## config.mk

```make
export PLATFORM = sky130hd
export DESIGN_NAME = heating_relay_supervisor_core
export DESIGN_NICKNAME = d
export VERILOG_FILES = /design/src/design/hrs_pkg.sv /design/src/design/heating_relay_supervisor_core.sv
export SDC_FILE = /design/constraint.sdc
export NUM_CORES = 1
export LEC_CHECK = 0
export BUFFER_PORTS_ARGS = -buffer_cell sky130_fd_sc_hd__buf_2
export CAP_MARGIN = 25
export CELL_PAD_IN_SITES_DETAIL_PLACEMENT = 1
export CELL_PAD_IN_SITES_GLOBAL_PLACEMENT = 1
export CORE_ASPECT_RATIO = 1.75
export CORE_MARGIN = 5
export CORE_UTILIZATION = 41
export DETAILED_ROUTE_END_ITERATION = 10
export PLACE_DENSITY = 0.66
export SYNTH_ARGS = -nofsm -noshare
export SYNTH_HDL_FRONTEND = slang
export SYNTH_SLANG_ARGS = --single-unit
```

## constraint.sdc

```tcl
create_clock -name clk -period 12.7 [get_ports clk]
set_input_delay 2.54 -clock clk [delete_from_list [all_inputs] [get_ports clk]]
set_output_delay 2.54 -clock clk [all_outputs]
set_load 0.1 [all_outputs]
```

## src/design/hrs_pkg.sv

```systemverilog
// ---------------------------------------------------------------------------
// Heating relay supervisor package
// Types, codes, reset values and helpers shared by the supervisor files.
// ---------------------------------------------------------------------------
`timescale 1ns / 1ps

package hrs_pkg;

    localparam int TIME_BITS_DEFAULT = 32;
    localparam int CFG_W = 16;
    localparam int CFG_INDEX_W = 3;
    localparam int MS_W = 26;
    localparam int MS_PER_S = 1000;

    typedef enum logic [1:0] {
        ACT_EVALUATE = 2'd0,
        ACT_BUTTON = 2'd1,
        ACT_LINK = 2'd2,
        ACT_EMERGENCY = 2'd3
    } action_t;

    typedef enum logic [3:0] {
        MODE_OFF = 4'b0001,
        MODE_ACTIVE = 4'b0010,
        MODE_MAN_ON = 4'b0100,
        MODE_MAN_OFF = 4'b1000
    } mode_t;

    localparam logic [1:0] MODE_CODE_OFF = 2'd0;
    localparam logic [1:0] MODE_CODE_ACTIVE = 2'd1;
    localparam logic [1:0] MODE_CODE_MAN_ON = 2'd2;
    localparam logic [1:0] MODE_CODE_MAN_OFF = 2'd3;

    localparam logic [3:0] REASON_NONE = 4'd0;
    localparam logic [3:0] REASON_CMD_ON = 4'd1;
    localparam logic [3:0] REASON_CMD_OFF = 4'd2;
    localparam logic [3:0] REASON_POWER = 4'd3;
    localparam logic [3:0] REASON_BATTERY = 4'd4;
    localparam logic [3:0] REASON_PV = 4'd5;
    localparam logic [3:0] REASON_SUNSET = 4'd6;
    localparam logic [3:0] REASON_SAFETY = 4'd7;
    localparam logic [3:0] REASON_BUTTON = 4'd8;

    localparam logic [CFG_INDEX_W-1:0] CFG_MAX_POWER = 3'd0;
    localparam logic [CFG_INDEX_W-1:0] CFG_MAX_DISCHARGE = 3'd1;
    localparam logic [CFG_INDEX_W-1:0] CFG_MIN_PV_VOLTAGE = 3'd2;
    localparam logic [CFG_INDEX_W-1:0] CFG_LINK_TIMEOUT = 3'd3;
    localparam logic [CFG_INDEX_W-1:0] CFG_HOLD_ON = 3'd4;
    localparam logic [CFG_INDEX_W-1:0] CFG_HOLD_OFF = 3'd5;
    localparam logic [CFG_INDEX_W-1:0] CFG_MANUAL_LIMIT = 3'd6;

    localparam logic [CFG_W-1:0] MAX_POWER_RST = 16'd5000;
    localparam logic [CFG_W-1:0] MAX_DISCHARGE_RST = 16'd50;
    localparam logic [CFG_W-1:0] MIN_PV_VOLTAGE_RST = 16'd100;
    localparam logic [CFG_W-1:0] LINK_TIMEOUT_S_RST = 16'd300;
    localparam logic [CFG_W-1:0] HOLD_ON_S_RST = 16'd60;
    localparam logic [CFG_W-1:0] HOLD_OFF_S_RST = 16'd60;
    localparam logic [CFG_W-1:0] MANUAL_LIMIT_S_RST = 16'd3600;

    // Seconds to milliseconds; the product of a 16-bit value and 1000 fits 26 bits.
    function automatic logic [MS_W-1:0] to_ms(input logic [CFG_W-1:0] secs);
        logic [MS_W-1:0] wide;
        wide = {{(MS_W - CFG_W){1'b0}}, secs};
        return wide * MS_W'(MS_PER_S);
    endfunction

    function automatic logic [1:0] mode_code(input mode_t m);
        logic [1:0] code;
        unique case (m)
            MODE_OFF: code = MODE_CODE_OFF;
            MODE_ACTIVE: code = MODE_CODE_ACTIVE;
            MODE_MAN_ON: code = MODE_CODE_MAN_ON;
            MODE_MAN_OFF: code = MODE_CODE_MAN_OFF;
            default: code = MODE_CODE_OFF;
        endcase
        return code;
    endfunction

endpackage

```

## src/design/heating_relay_supervisor_core.sv

```systemverilog
// ---------------------------------------------------------------------------
// Heating relay supervisor core
// Four-mode relay supervisor with link watchdog, overrides, hold times and a
// manual override timer, one result per transfer.
// ---------------------------------------------------------------------------
//  Channel  | Handshake                  | Payload
//  ---------+----------------------------+-----------------------------------
//  item     | item_valid / item_stall    | action, now_ms, heating_enabled,
//           |                            | inverter_valid, apparent_power,
//           |                            | discharge_current, pv_voltage,
//           |                            | sunset_active
//  result   | result_valid / result_stall| relay_on, reason, mode, safety_active
//  config   | cfg_we                     | cfg_index, cfg_data
//
// A transfer is registered in the input stage, evaluated there and its result
// is registered in the output stage. One item is taken every cycle unless a
// stalled result holds it; the state update is a single pass of compares.
// Reset brings the configuration, state and valid registers to their reset
// values at once; the data registers of both stages have no reset.
// A stalled result holds the pipeline, and item_stall rises only then.
// ---------------------------------------------------------------------------
`timescale 1ns / 1ps

module heating_relay_supervisor_core #(
    parameter int TIME_BITS = hrs_pkg::TIME_BITS_DEFAULT
) (
    input  logic                             clk,
    input  logic                             rst_n,
    input  logic                             cfg_we,
    input  logic [hrs_pkg::CFG_INDEX_W-1:0]  cfg_index,
    input  logic [hrs_pkg::CFG_W-1:0]        cfg_data,
    input  logic                             item_valid,
    output logic                             item_stall,
    input  logic [1:0]                       action,
    input  logic [31:0]                      now_ms,
    input  logic                             heating_enabled,
    input  logic                             inverter_valid,
    input  logic [15:0]                      apparent_power,
    input  logic [15:0]                      discharge_current,
    input  logic [15:0]                      pv_voltage,
    input  logic                             sunset_active,
    output logic                             result_valid,
    input  logic                             result_stall,
    output logic                             relay_on,
    output logic [3:0]                       reason,
    output logic [1:0]                       mode,
    output logic                             safety_active
);

    localparam int MS_W = hrs_pkg::MS_W;
    localparam int CMP_W = (TIME_BITS > MS_W) ? TIME_BITS : MS_W;

    logic [hrs_pkg::CFG_W-1:0] max_power_reg;
    logic [hrs_pkg::CFG_W-1:0] max_discharge_reg;
    logic [hrs_pkg::CFG_W-1:0] min_pv_reg;
    logic [MS_W-1:0] link_timeout_ms_reg;
    logic [MS_W-1:0] hold_on_ms_reg;
    logic [MS_W-1:0] hold_off_ms_reg;
    logic [MS_W-1:0] manual_limit_ms_reg;

    logic                 s1_valid_reg;
    hrs_pkg::action_t     s1_action_reg;
    logic [TIME_BITS-1:0] s1_now_reg;
    logic                 s1_enabled_reg;
    logic                 s1_inv_valid_reg;
    logic [15:0]          s1_power_reg;
    logic [15:0]          s1_discharge_reg;
    logic [15:0]          s1_pv_reg;
    logic                 s1_sunset_reg;

    hrs_pkg::mode_t       mode_reg, mode_next;
    logic                 relay_reg, relay_next;
    logic [3:0]           reason_reg, reason_next;
    logic                 safety_reg, safety_next;
    logic [TIME_BITS-1:0] last_switch_reg, last_switch_next;
    logic [TIME_BITS-1:0] manual_start_reg, manual_start_next;
    logic                 saved_auto_reg, saved_auto_next;
    logic [TIME_BITS-1:0] last_link_reg, last_link_next;

    logic       out_valid_reg;
    logic       out_relay_reg;
    logic [3:0] out_reason_reg;
    logic [1:0] out_mode_reg;
    logic       out_safety_reg;

    logic s1_fire;
    logic in_fire;

    logic [TIME_BITS+31:0] now_wide;
    logic [TIME_BITS-1:0]  since_link, since_switch, since_manual;
    logic [TIME_BITS+MS_W-1:0] since_link_w, since_switch_w, since_manual_w;
    logic [TIME_BITS+MS_W-1:0] link_ms_w, hold_ms_w, manual_ms_w;
    logic [MS_W-1:0]       hold_need;
    logic                  link_expired, hold_done, manual_over;
    logic [3:0]            cause;
    logic                  ovr;
    hrs_pkg::mode_t        saved_mode;

    assign s1_fire = s1_valid_reg && !(out_valid_reg && result_stall);
    assign item_stall = s1_valid_reg && !s1_fire;
    assign in_fire = item_valid && !item_stall;
    assign now_wide = {{TIME_BITS{1'b0}}, now_ms};

    always_ff @(posedge clk or negedge rst_n)
    begin
        if (!rst_n)
        begin
            max_power_reg <= hrs_pkg::MAX_POWER_RST;
            max_discharge_reg <= hrs_pkg::MAX_DISCHARGE_RST;
            min_pv_reg <= hrs_pkg::MIN_PV_VOLTAGE_RST;
            link_timeout_ms_reg <= hrs_pkg::to_ms(hrs_pkg::LINK_TIMEOUT_S_RST);
            hold_on_ms_reg <= hrs_pkg::to_ms(hrs_pkg::HOLD_ON_S_RST);
            hold_off_ms_reg <= hrs_pkg::to_ms(hrs_pkg::HOLD_OFF_S_RST);
            manual_limit_ms_reg <= hrs_pkg::to_ms(hrs_pkg::MANUAL_LIMIT_S_RST);
        end
        else if (cfg_we)
        begin
            case (cfg_index)
                hrs_pkg::CFG_MAX_POWER: max_power_reg <= cfg_data;
                hrs_pkg::CFG_MAX_DISCHARGE: max_discharge_reg <= cfg_data;
                hrs_pkg::CFG_MIN_PV_VOLTAGE: min_pv_reg <= cfg_data;
                hrs_pkg::CFG_LINK_TIMEOUT: link_timeout_ms_reg <= hrs_pkg::to_ms(cfg_data);
                hrs_pkg::CFG_HOLD_ON: hold_on_ms_reg <= hrs_pkg::to_ms(cfg_data);
                hrs_pkg::CFG_HOLD_OFF: hold_off_ms_reg <= hrs_pkg::to_ms(cfg_data);
                hrs_pkg::CFG_MANUAL_LIMIT: manual_limit_ms_reg <= hrs_pkg::to_ms(cfg_data);
                default: ;
            endcase
        end
    end

    always_ff @(posedge clk or negedge rst_n)
    begin
        if (!rst_n)
        begin
            s1_valid_reg <= 1'b0;
        end
        else if (in_fire || s1_fire)
        begin
            s1_valid_reg <= in_fire;
        end
    end

    always_ff @(posedge clk)
    begin
        if (in_fire)
        begin
            s1_action_reg <= hrs_pkg::action_t'(action);
            s1_now_reg <= now_wide[TIME_BITS-1:0];
            s1_enabled_reg <= heating_enabled;
            s1_inv_valid_reg <= inverter_valid;
            s1_power_reg <= apparent_power;
            s1_discharge_reg <= discharge_current;
            s1_pv_reg <= pv_voltage;
            s1_sunset_reg <= sunset_active;
        end
    end

    assign since_link = s1_now_reg - last_link_reg;
    assign since_switch = s1_now_reg - last_switch_reg;
    assign since_manual = s1_now_reg - manual_start_reg;
    assign hold_need = relay_reg ? hold_on_ms_reg : hold_off_ms_reg;

    assign since_link_w = {{MS_W{1'b0}}, since_link};
    assign since_switch_w = {{MS_W{1'b0}}, since_switch};
    assign since_manual_w = {{MS_W{1'b0}}, since_manual};
    assign link_ms_w = {{TIME_BITS{1'b0}}, link_timeout_ms_reg};
    assign hold_ms_w = {{TIME_BITS{1'b0}}, hold_need};
    assign manual_ms_w = {{TIME_BITS{1'b0}}, manual_limit_ms_reg};

    assign link_expired = since_link_w[CMP_W-1:0] > link_ms_w[CMP_W-1:0];
    assign hold_done = since_switch_w[CMP_W-1:0] >= hold_ms_w[CMP_W-1:0];
    assign manual_over = since_manual_w[CMP_W-1:0] >= manual_ms_w[CMP_W-1:0];
    assign saved_mode = saved_auto_reg ? hrs_pkg::MODE_ACTIVE : hrs_pkg::MODE_OFF;

    always_comb
    begin
        cause = hrs_pkg::REASON_NONE;
        if (s1_inv_valid_reg && (s1_power_reg > max_power_reg))
        begin
            cause = hrs_pkg::REASON_POWER;
        end
        else if (s1_inv_valid_reg && (s1_discharge_reg > max_discharge_reg))
        begin
            cause = hrs_pkg::REASON_BATTERY;
        end
        else if (s1_inv_valid_reg && (s1_pv_reg != 16'd0) && (s1_pv_reg < min_pv_reg))
        begin
            cause = hrs_pkg::REASON_PV;
        end
        else if (s1_sunset_reg)
        begin
            cause = hrs_pkg::REASON_SUNSET;
        end
    end

    assign ovr = (cause != hrs_pkg::REASON_NONE);

    always_comb
    begin
        mode_next = mode_reg;
        relay_next = relay_reg;
        reason_next = reason_reg;
        safety_next = safety_reg;
        last_switch_next = last_switch_reg;
        manual_start_next = manual_start_reg;
        saved_auto_next = saved_auto_reg;
        last_link_next = last_link_reg;

        case (s1_action_reg)
            hrs_pkg::ACT_EVALUATE:
            begin
                if (link_expired)
                begin
                    if (!safety_reg)
                    begin
                        relay_next = 1'b0;
                        mode_next = hrs_pkg::MODE_OFF;
                        reason_next = hrs_pkg::REASON_SAFETY;
                        safety_next = 1'b1;
                    end
                end
                else
                begin
                    safety_next = 1'b0;
                    unique case (mode_reg)
                        hrs_pkg::MODE_OFF:
                        begin
                            if (s1_enabled_reg && !ovr && hold_done)
                            begin
                                relay_next = 1'b1;
                                if (!relay_reg)
                                begin
                                    last_switch_next = s1_now_reg;
                                end
                                mode_next = hrs_pkg::MODE_ACTIVE;
                                reason_next = hrs_pkg::REASON_CMD_ON;
                            end
                            else if (s1_enabled_reg && ovr)
                            begin
                                reason_next = cause;
                            end
                            else if (s1_enabled_reg && !hold_done)
                            begin
                                reason_next = hrs_pkg::REASON_CMD_ON;
                            end
                            else
                            begin
                                reason_next = hrs_pkg::REASON_CMD_OFF;
                            end
                        end
                        hrs_pkg::MODE_ACTIVE:
                        begin
                            if ((!s1_enabled_reg && hold_done) || ovr)
                            begin
                                relay_next = 1'b0;
                                if (relay_reg)
                                begin
                                    last_switch_next = s1_now_reg;
                                end
                                mode_next = hrs_pkg::MODE_OFF;
                                reason_next = (!s1_enabled_reg && hold_done) ?
                                              hrs_pkg::REASON_CMD_OFF : cause;
                            end
                        end
                        hrs_pkg::MODE_MAN_ON:
                        begin
                            if (manual_over || (ovr && hold_done))
                            begin
                                relay_next = 1'b0;
                                if (relay_reg)
                                begin
                                    last_switch_next = s1_now_reg;
                                end
                                mode_next = manual_over ? saved_mode : hrs_pkg::MODE_MAN_OFF;
                                reason_next = manual_over ? hrs_pkg::REASON_CMD_OFF : cause;
                            end
                        end
                        hrs_pkg::MODE_MAN_OFF:
                        begin
                            if (manual_over)
                            begin
                                mode_next = saved_mode;
                            end
                        end
                        default: ;
                    endcase
                end
            end
            hrs_pkg::ACT_BUTTON:
            begin
                unique case (mode_reg) inside
                    hrs_pkg::MODE_OFF, hrs_pkg::MODE_ACTIVE:
                    begin
                        saved_auto_next = (mode_reg == hrs_pkg::MODE_ACTIVE);
                        manual_start_next = s1_now_reg;
                        relay_next = !relay_reg;
                        last_switch_next = s1_now_reg;
                        mode_next = relay_reg ? hrs_pkg::MODE_MAN_OFF : hrs_pkg::MODE_MAN_ON;
                        reason_next = hrs_pkg::REASON_BUTTON;
                    end
                    hrs_pkg::MODE_MAN_ON:
                    begin
                        relay_next = 1'b0;
                        if (relay_reg)
                        begin
                            last_switch_next = s1_now_reg;
                        end
                        mode_next = saved_mode;
                        reason_next = hrs_pkg::REASON_CMD_OFF;
                    end
                    hrs_pkg::MODE_MAN_OFF:
                    begin
                        mode_next = saved_mode;
                    end
                    default: ;
                endcase
            end
            hrs_pkg::ACT_LINK:
            begin
                last_link_next = s1_now_reg;
            end
            default:
            begin
                relay_next = 1'b0;
                mode_next = hrs_pkg::MODE_OFF;
                reason_next = hrs_pkg::REASON_SAFETY;
                safety_next = 1'b1;
            end
        endcase
    end

    always_ff @(posedge clk or negedge rst_n)
    begin
        if (!rst_n)
        begin
            mode_reg <= hrs_pkg::MODE_OFF;
            relay_reg <= 1'b0;
            reason_reg <= hrs_pkg::REASON_NONE;
            safety_reg <= 1'b0;
            last_switch_reg <= '0;
            manual_start_reg <= '0;
            saved_auto_reg <= 1'b0;
            last_link_reg <= '0;
        end
        else if (s1_fire)
        begin
            mode_reg <= mode_next;
            relay_reg <= relay_next;
            reason_reg <= reason_next;
            safety_reg <= safety_next;
            last_switch_reg <= last_switch_next;
            manual_start_reg <= manual_start_next;
            saved_auto_reg <= saved_auto_next;
            last_link_reg <= last_link_next;
        end
    end

    always_ff @(posedge clk or negedge rst_n)
    begin
        if (!rst_n)
        begin
            out_valid_reg <= 1'b0;
        end
        else if (s1_fire)
        begin
            out_valid_reg <= 1'b1;
        end
        else if (!result_stall)
        begin
            out_valid_reg <= 1'b0;
        end
    end

    always_ff @(posedge clk)
    begin
        if (s1_fire)
        begin
            out_relay_reg <= relay_next;
            out_reason_reg <= reason_next;
            out_mode_reg <= hrs_pkg::mode_code(mode_next);
            out_safety_reg <= safety_next;
        end
    end

    assign result_valid = out_valid_reg;
    assign relay_on = out_relay_reg;
    assign reason = out_reason_reg;
    assign mode = out_mode_reg;
    assign safety_active = out_safety_reg;

endmodule

```

==> results of run 1 <==
kinds of logic (layout without fill, tap and decap cells):
kind of cell / after synthesis / in the layout / share of synthesized area [%]
AO/OA/AOI/OAI: 602 / 602 / 16.1
AND/OR/NAND/NOR: 520 / 520 / 10.6
flip-flops: 342 / 342 / 38.4
adder cells (fa/ha/maj): 323 / 323 / 18.9
buffers and inverters: 298 / 443 / 4.85
multiplexers: 147 / 147 / 7.33
XOR/XNOR: 101 / 101 / 3.74
other: 0 / 1 / 0
per-stage QoR:
step                      setup slack [ns]  area [um^2]  power, mW
after detailed placement              4.78        25100       5.24
after floorplan                       5.61        23600       4.14
final                                 5.17        26400       6.41
after global routing                  4.78        26400       6.93
after global placement                4.86        25100       5.07
after CTS                             5.23        26400       6.49
critical path: cells and delay by family, from the launching register on:
family,cells,cell delay (ns)
AOI/OAI and AO/OA,15,3.59
and+or+nand+nor,5,1.59
adders and majority gates,2,0.74
DFF,1,0.51
buffers and inverters,1,0.44
muxes,1,0.34
xor gates and xnor gates,1,0.14
power groups by stage:
| stage | clock network, mW | logic (mW) | registers, mW |
|---|---|---|---|
| final | 1.19 | 3.54 | 1.68 |
| after global routing | 1.27 | 3.94 | 1.72 |
| after CTS | 1.23 | 3.57 | 1.68 |
| after detailed placement | 0 | 3.54 | 1.70 |
| after global placement | 0 | 3.39 | 1.69 |
| after floorplan | 0 | 2.49 | 1.65 |
how the worst min path moves through the flow:
| stage | from | to | slack (ns) | cells past startpoint |
|---|---|---|---|---|
| after floorplan | hold_off_ms_reg[10] | hold_off_ms_reg[10] | 0.45 | 2 |
| after global placement | hold_off_ms_reg[22] | hold_off_ms_reg[22] | 0.46 | 2 |
| after detailed placement | hold_on_ms_reg[10] | hold_on_ms_reg[10] | 0.47 | 2 |
| after CTS | manual_limit_ms_reg[15] | manual_limit_ms_reg[15] | 0.49 | 2 |
| after global routing | manual_limit_ms_reg[17] | manual_limit_ms_reg[17] | 0.51 | 2 |
| final | manual_limit_ms_reg[17] | manual_limit_ms_reg[17] | 0.48 | 2 |
final cells by class:
type	instances	area (um^2)	area share [%]
well taps	767	960	3.63
repair buffers	138	751	2.84
clock inverters	17	234	0.885
inverters	235	882	3.34
clock buffers	53	1080	4.08
diodes	1	2.50	0.00947
flip-flops and latches	342	9080	34.4
multi-input cells	1693	13400	50.9
metal layers:
layer / global-route usage [%] / vias up / wire, um
met5: 0 / - / 27
met2: 43.3 / 306 / 38200
li1: - / 8543 / -
met1: 23.5 / 9094 / 25600
met4: 11.1 / 4 / 3750
met3: 3.17 / 155 / 2100
cell usage in the layout (no fill, tap or decap), drive strengths merged, types with 8 or more instances in the layout:
cell and count:
a211oi 18, buf 138, nand4 36, nor2 87
dfrtp 204, nand3 35, a31oi 14, and2 14
nor3 25, o21bai 16, o21a 31, inv 238
a21o 66, or3 14, fa 57, edfxtp 93
o22ai 10, clkbuf 53, nor2b 21, clkinv 8
or2 10, dfstp 45, and3 15, mux2 122
mux2i 25, xnor2 62, o21ai 207, nand2b 22
a211o 11, o211ai 13, a21oi 134, nor4 13
nand2 203, o31ai 15, xor2 39, and4 8
ha 266
==> results by group, run 1 <==
Status
  • Status: complete, no violations

Synthesis
  • Top FF cell, synth: dfrtp_1
  • YS warnings: 0
  • Ys async rst share: roughly 73%
  • Synth cell count leaders: ha_1, inv_1, dfrtp_1, o21ai_0, nand2_1
  • FF+latch count, synth: 342
  • Synth top area cells: dfrtp_1, ha_1, edfxtp_1
  • EDFF count, synth: 93
  • Top-count cell post-synth: ha_1
  • Post-Syn Nets: 2,765
  • Syn Area/Cell: 10.1 um^2
  • Largest area contributor in the synthesized netlist: dfrtp_1
  • Cells after Synth: between 2,000 and 2,500
  • Cell Area, Synth: 23,600 um^2
  • Post-synth top area share: 21.6%
  • Seq/Total Area, Yosys: 38.4%
  • Synth cell types: 79

Critical path
  • Termination of the worst setup path: last_switch_reg[27]
  • RR Startpoint: s1_now_reg[10]
  • Critical Path End Type: register
  • R2R cell count: 25
  • Most frequent CP cell: a21oi_1
  • Startpoint Class: register
  • Reg-to-reg endpoint: last_switch_reg[27]
  • Largest fanout on the critical path: 20
  • CP arrival: 7.98 ns
  • CP required: about 13 ns
  • Reg2reg setup slack: 5.17 ns
  • Slowest CP cell: nor3_1
  • Max incr delay on CP: 0.53 ns
  • Worst setup path startpoint: s1_now_reg[10]
  • Crit Path Category: register to register

Global route
  • Global-route wire length before repair: around 110 mm
  • Grt total ovfl: 0
  • Vias in the first global route: 20,300
  • Largest net degree at the start of global routing: 97
  • GRT Total Usage: between 20% and 30%
  • Antenna violations before repair: 3

STA
  • Worst Max-Slew Pin Slew: ~0.95 ns
  • Fin crit share: slightly below 60%
  • Final Hold Slack: 0.482 ns
  • Worst Skew: 0.0301 ns
  • Worst rel slew slack: 35.4%
  • TNS Setup: 0 ns
  • Final Hold Viols: 0
  • Fmax: between 100 and 150 MHz
  • Final min period: between 7 and 8 ns
  • Final setup violation count: 0
  • Fin. max-slew vios: 0
  • RSZ-0062 raised after global routing: no

Routing
  • DRT Pass-1 Iters: 4
  • Antenna viol nets, final: 0
  • Drt initial violations: 716
  • WL final: 69.7 mm
  • Number of remaining DRC errors: 0
  • Vias: 18,100
  • Wire length per cell: 21.5 um
  • Via-to-Cell Ratio: 5.58

Final layout
  • Finished Core Util: approximately 46%
  • Share of layout cells above drive strength 1: 15.8%
  • P&R area growth vs syn: 11.8%
  • Layout Cells excl Fill: roughly 3,200
  • Fill cell count: 6,508
  • Final #Nets: 2,880

Floorplan
  • Starting Density: 41.4%
  • Full die area: 62,800 um^2
  • Die width: around 190 um
  • # rows: ~120
  • Ports: 119
  • Core area: 57,200 um^2
  • Die Y: 328 um

Clock network
  • CTS tree: done
  • Latest clock arrival within the worst-skew pair: 0.59 ns
  • H-tree levels: 2
  • Clock root cell: clkbuf_16
  • Reg clk slew, reported paths: approximately 0.06 ns
  • CTS Buffer Depth: 3
  • Post-CTS sizing: 0
  • Setup Buffers After CTS: 0
  • CTS buffer count: 38
  • Sinks on the clock net: 342
  • Hold buffer count at CTS: 0

Place
  • Gp weighted congestion: ~0.91
  • Inst Count DP: 3,175
  • Hpwl dp: 55.1 mm
  • Number of buffer cells added on primary ports: 118

Power and ir drop
  • Leakage: 12.0 nW
  • Combinational Power Share: 55.2%
  • Seq pwr share: 26.2%
  • Int Pwr: approximately 3.6 mW
  • Sw Share: 43.4%
  • Maximum VDD drop: 0.122 mV
  • P per Cell Area: about 240 nW/um^2
  • Switch Pwr: 2.79 mW
  • Clock power share: 18.5%

Job
  • Max_cap viols: 0

Worst hold path
  • Hold Path Class: register to register
Note: power is estimated with default switching activity, not from simulation.
==> inputs of run 2 (changes only) <==
PLACE_DENSITY = 0.69   (was 0.66)
clock period = 6.6 ns   (was 12.7 ns; I/O delays follow)
==> results by group, run 2 (synthesis gave the netlist of run 1 again) <==
Routing
  • WL final: 72.8 mm (+4.3%)
  • Via-to-Cell Ratio: 5.58 (about the same)
  • Number of remaining DRC errors: 0 (unchanged)
  • Drt initial violations: 626 (-13%)
  • Wire length per cell: 22.0 um (+2.6%)
  • DRT Pass-1 Iters: 5 (+1)
  • Antenna viol nets, final: 0 (unchanged)
  • Vias: 18,400 (+1.7%)

Worst hold path
  • Hold Path Class: register to register
  • Hold_sp: hold_off_ms_reg[24]
  • WHS Path Cells: 2 (unchanged)
  • Hold path endpoint: hold_off_ms_reg[24]

Floorplan
  • Starting Density: 41.4% (unchanged)
  • Full die area: 62,800 um^2 (unchanged)
  • Ports: 119 (unchanged)
  • Die width: 192 um (unchanged)
  • Core area: 57,200 um^2 (unchanged)
  • Die Y: 328 um (unchanged)
  • # rows: 116 (unchanged)

Final layout
  • Share of layout cells above drive strength 1: 18.0% (+2.2 points)
  • Fill cell count: 6,502 (-0.092%)
  • Storage element area: 9080 um^2 (unchanged)
  • Final #Nets: 2,936 (+1.9%)
  • Most common cell after layout, fill and taps aside: ha_1
  • Area of the multi-input gates: 13,500 um^2 (+0.22%)
  • Diode count: 0 (-1)
  • Most frequent cells in the layout: ha_1, inv_1, o21ai_0, dfrtp_1, nand2_1
  • P&R area growth vs syn: 13.7%

STA
  • Fin. max-slew vios: 0 (unchanged)
  • Worst rel slew slack: 38.1% (+2.7 points)
  • Worst Skew: 0.0251 ns (-0.00504 ns)
  • TNS Setup: 0 ns (unchanged)
  • Final setup violation count: 0 (unchanged)
  • Fmax: 162 MHz (+22%)
  • Fin crit share: 93.3% (+34 points)
  • Final Hold Viols: 0 (unchanged)
  • Final min period: 6.15 ns (-1.38 ns)
  • Worst Max-Slew Pin Slew: 0.928 ns (-0.0167 ns)

Job
  • Max_cap viols: 0 (unchanged)

Place
  • Number of buffer cells added on primary ports: 118 (unchanged)
  • Gp weighted congestion: 0.900 (-1.4%)
  • Hpwl dp: 57.0 mm (+3.5%)

Clock network
  • Latest clock arrival within the worst-skew pair: 0.60 ns (about the same)
  • CTS tree: done
  • Sinks on the clock net: 342 (unchanged)
  • CTS buffer count: 39 (+2.6%)
  • Hold buffer count at CTS: 0 (unchanged)
  • H-tree levels: 2 (unchanged)
  • CTS Buffer Depth: 3 (unchanged)
  • Reg clk slew, reported paths: 0.06 ns (about the same)
  • Clock root cell: clkbuf_16

Power and ir drop
  • Pwr Total: 12.6 mW (+97%)
  • P per Cell Area: 469 nW/um^2 (+93%)
  • Leakage: 12.3 nW (+2.1%)
  • Maximum VDD drop: 0.251 mV (+110%)

Critical path
  • Largest fanout on the critical path: 6 (-70%)
  • Crit Path Category: register to register
  • RR Startpoint: s1_now_reg[9]
  • CP required: 6.93 ns (-6.22 ns)
  • R2R cell count: 24 (-4.0%)
  • Reg2reg setup slack: 0.45 ns (-4.72 ns)
  • Startpoint Class: register
  • Critical Path End Type: register
  • Reg-to-reg endpoint: reason[1]
  • CP arrival: 6.48 ns (-1.50 ns)
  • Worst setup path startpoint: s1_now_reg[9]

Status
  • Status: complete, no violations

Global route
  • Vias in the first global route: 20,800 (+2.3%)
  • Largest net degree at the start of global routing: 150 (+55%)
  • GRT Total Usage: 23.2% (+0.69 points)
  • Antenna violations before repair: 3 (unchanged)
  • Grt total ovfl: 0 (unchanged)
  • Global-route wire length before repair: 114 mm (+2.9%)
-- run 2: how the worst max path moves through the flow --
stage	cells past startpoint	slack [ns]	end
2_1_floorplan	18	0.73	manual_limit_ms_reg[25]
3_3_place_gp	19	0.12	manual_limit_ms_reg[25]
3_5_place_dp	19	0.08	hold_off_ms_reg[25]
4_1_cts	27	0.12	last_switch_reg[31]
5_1_grt	28	-0.04	last_switch_reg[0]
6_report	24	0.45	reason[1]
-- run 2: through the flow --
step / std cells / util [%] / hold slack (ns) / setup slack, ns / instance area (um^2)
after detailed placement: 3224 / 44.6 / 0.469 / 0.0803 / 25500
after global routing: 3301 / 47.0 / 0.498 / -0.0383 / 26900
final: 3301 / 47.0 / 0.477 / 0.445 / 26900
after floorplan: 2333 / - / 0.449 / 0.728 / 23600
after global placement: 3222 / 44.6 / 0.461 / 0.116 / 25500
after CTS: 3295 / 46.8 / 0.483 / 0.117 / 26800
-- run 2: worst max-delay path, cell delays in order (launching register included) --
cell and delay [ns]:
edfxtp_1 0.52, ha_1 0.42, a21oi_1 0.19, nand2_1 0.10
a31oi_1 0.22, o21ai_0 0.18, buf_4 0.19, a21oi_1 0.23
nand2_1 0.13, a221o_1 0.38, xor2_1 0.24, ha_1 0.29
a21o_1 0.17, a21o_1 0.18, a21oi_1 0.13, o21ai_0 0.10
nand3_1 0.09, nand3_1 0.15, a2111oi_2 0.31, buf_4 0.20
a41oi_1 0.14, or4_1 0.55, a311oi_1 0.33, nand2_1 0.11
or2_2 0.32
-- run 2: power breakdown --
part / internal, mW / switching (mW) / total [mW]
Sequential: 2.86 / 0.371 / 3.23
Clock: 1.21 / 0.964 / 2.18
Combinational: 3.01 / 4.19 / 7.20
Total: 7.08 / 5.52 / 12.6
-- run 2: layout make-up --
| class | count | area share, % |
|---|---|---|
| clock buffer | 52 | 4.04 |
| clock inverter | 19 | 0.652 |
| inverter | 235 | 3.28 |
| multi-input combinational | 1693 | 50.1 |
| sequential | 342 | 33.8 |
| tap | 767 | 3.57 |
| timing repair buffer | 193 | 4.54 |
-- run 2: per-layer routing --
layer / vias up / GRT usage (%) / share of wire (%)
li1: 8671 / - / -
met1: 9258 / 23.5 / 36
met2: 314 / 46.1 / 56
met3: 159 / 2.86 / 2.6
met4: 6 / 10.8 / 5.5
met5: - / 0 / 0.047
-- run 2: what timing repair did --
action | CTS | global route
setup endpoints to repair | 0 | 39
gates resized for setup | 0 | 11
buffers inserted | 0 | 5
==> inputs of run 3 (changes only) <==
GPL_TIMING_DRIVEN = 0   (was not set)
PLACE_DENSITY = not set   (was 0.69)
PLACE_DENSITY_LB_ADDON = 0.1   (was not set)
==> results by group, run 3 (synthesis gave the netlist of run 1 again) <==
STA
  • Final min period: 6.35 ns (+0.195 ns)
  • Worst setup margin: 0.250 ns (-0.195 ns)
  • Fin. max-slew vios: 0 (unchanged)
  • Final Hold Viols: 0 (unchanged)
  • Fmax: 157 MHz (-3.1%)
  • Final setup violation count: 0 (unchanged)
  • Fin crit share: 96.2% (+3.0 points)
  • Worst rel slew slack: 24.5% (-14 points)
  • Worst Max-Slew Pin Slew: 1.10 ns (+0.175 ns)
  • Worst Skew: 0.0270 ns (+0.00194 ns)

Critical path
  • Largest fanout on the critical path: 11 (+5)
  • Critical Path End Type: register
  • Startpoint Class: input pin
  • CP arrival: 6.82 ns (+0.34 ns)
  • Crit Path Category: input pin to register
  • CP required: 7.07 ns (+0.14 ns)

Floorplan
  • Core area: 57,200 um^2 (unchanged)
  • # rows: 116 (unchanged)
  • Die width: 192 um (unchanged)
  • Ports: 119 (unchanged)
  • Die Y: 328 um (unchanged)
  • Starting Density: 41.4% (unchanged)
  • Full die area: 62,800 um^2 (unchanged)

Final layout
  • P&R area growth vs syn: 14.5%
  • Fill cell count: 6,471 (-0.48%)
  • Layout Cells excl Fill: 3,327 (+0.79%)
  • Most common cell after layout, fill and taps aside: ha_1
  • Share of layout cells above drive strength 1: 17.3% (-0.65 points)
  • Most frequent cells in the layout: ha_1, inv_1, dfrtp_1
  • Diode count: 0 (unchanged)
  • Final #Nets: 2,962 (+0.89%)

Clock network
  • CTS Buffer Depth: 3 (unchanged)
  • CTS buffer count: 38 (-2.6%)
  • Latest clock arrival within the worst-skew pair: 0.59 ns (about the same)
  • Reg clk slew, reported paths: 0.06 ns (about the same)
  • CTS tree: done
  • Sinks on the clock net: 342 (unchanged)
  • Clock root cell: clkbuf_16
  • Hold buffer count at CTS: 0 (unchanged)
  • H-tree levels: 2 (unchanged)

Routing
  • WL final: 71.5 mm (-1.7%)
  • Number of remaining DRC errors: 0 (unchanged)
  • Antenna viol nets, final: 0 (unchanged)
  • Drt initial violations: 559 (-11%)
  • Vias: 18,300 (-0.72%)
  • DRT Pass-1 Iters: 5 (unchanged)
  • Via-to-Cell Ratio: 5.49 (-1.5%)
  • Wire length per cell: 21.5 um (-2.5%)

Status
  • Status: complete, no violations

Global route
  • Largest net degree at the start of global routing: 98 (-35%)
  • GRT Total Usage: 22.8% (-0.37 points)
  • Vias in the first global route: 20,100 (-3.4%)
  • Global-route wire length before repair: 112 mm (-2.0%)
  • Antenna violations before repair: 1 (-2)
  • Grt total ovfl: 0 (unchanged)

Job
  • Max_cap viols: 0 (unchanged)

Place
  • Inst Count DP: 3,224 (unchanged)
  • Number of buffer cells added on primary ports: 118 (unchanged)
  • Hpwl dp: 56.9 mm (-0.15%)
  • Gp weighted congestion: 0.894 (-0.71%)
  • Pre-CTS WS: -0.960 ns (-1.04 ns)

Power and ir drop
  • P per Cell Area: 462 nW/um^2 (-1.4%)
  • Maximum VDD drop: 0.319 mV (+27%)
  • Leakage: 12.2 nW (-0.37%)

Worst hold path
  • Hold Path Class: register to register
[run 3: cell type report]
cell class	count	area, um^2	share of cell area (%)
Clock inverter	12	163	0.601
Inverter	235	882	3.26
Multi-Input combinational cell	1693	13600	50.4
Timing Repair Buffer	159	977	3.61
Clock buffer	58	1110	4.11
Sequential cell	342	9080	33.5
Buffer	61	264	0.975
Tap cell	767	960	3.55
[run 3: per-layer routing]
metal / track usage, % / routed length [um]
met3: 2.50 / 1460
met2: 45.6 / 40700
met1: 23.2 / 25800
met4: 10.3 / 3550
met5: 0 / 0
[run 3: timing repair]
action	CTS	global route
pin swaps	3	6
endpoints found under the setup margin	47	44
setup buffers	18	16
gates resized for setup	10	32
gates cloned	0	0
[run 3: worst max-delay path, cell delays in order]
cell      delay [ns]
buf_2           0.35
fa_1            0.54
inv_1           0.12
fa_1            0.45
fa_1            0.51
inv_1           0.05
fa_1            0.45
ha_1            0.32
inv_1           0.09
o21bai_1        0.08
a21oi_1         0.24
o21bai_1        0.17
a211o_1         0.28
o311ai_0        0.21
o21ai_0         0.37
a41oi_1         0.45
mux2i_1         0.13
a211o_1         0.36
mux2_2          0.30
[run 3: stage by stage]
step	power [mW]	area, um^2	utilization (%)	hold slack (ns)	setup TNS [ns]
after floorplan	7.97	23600	-	0.449	0
after global placement	9.85	25200	44.1	0.462	-166.25
after detailed placement	10.2	25300	44.3	0.471	-37.23
after CTS	12.6	26800	46.8	0.485	0
after global routing	13.6	27100	47.3	0.503	-0.00437
final	12.5	27100	47.3	0.480	0
[run 3: report_power, final]
part	switching, mW	total (mW)	internal, mW
Clock	0.949	2.21	1.26
Combinational	4.24	7.11	2.87
Sequential	0.339	3.20	2.86
Total	5.53	12.5	6.99
[run 3: final timing paths]
path | from | to | slack (ns) | cells after the start
min | hold_off_ms_reg[15] | hold_off_ms_reg[15] | 0.48 | 2
max | cfg_data[1] | hold_off_ms_reg[25] | 0.25 | 19
max reg2reg | s1_now_reg[9] | last_switch_reg[11] | 0.31 | 27
max in group asynchronous | rst_n | hold_off_ms_reg[6] | 4.98 | 2
min reg2reg | hold_off_ms_reg[15] | hold_off_ms_reg[15] | 0.48 | 2
min in group asynchronous | rst_n | last_switch_reg[21] | 0.67 | 1
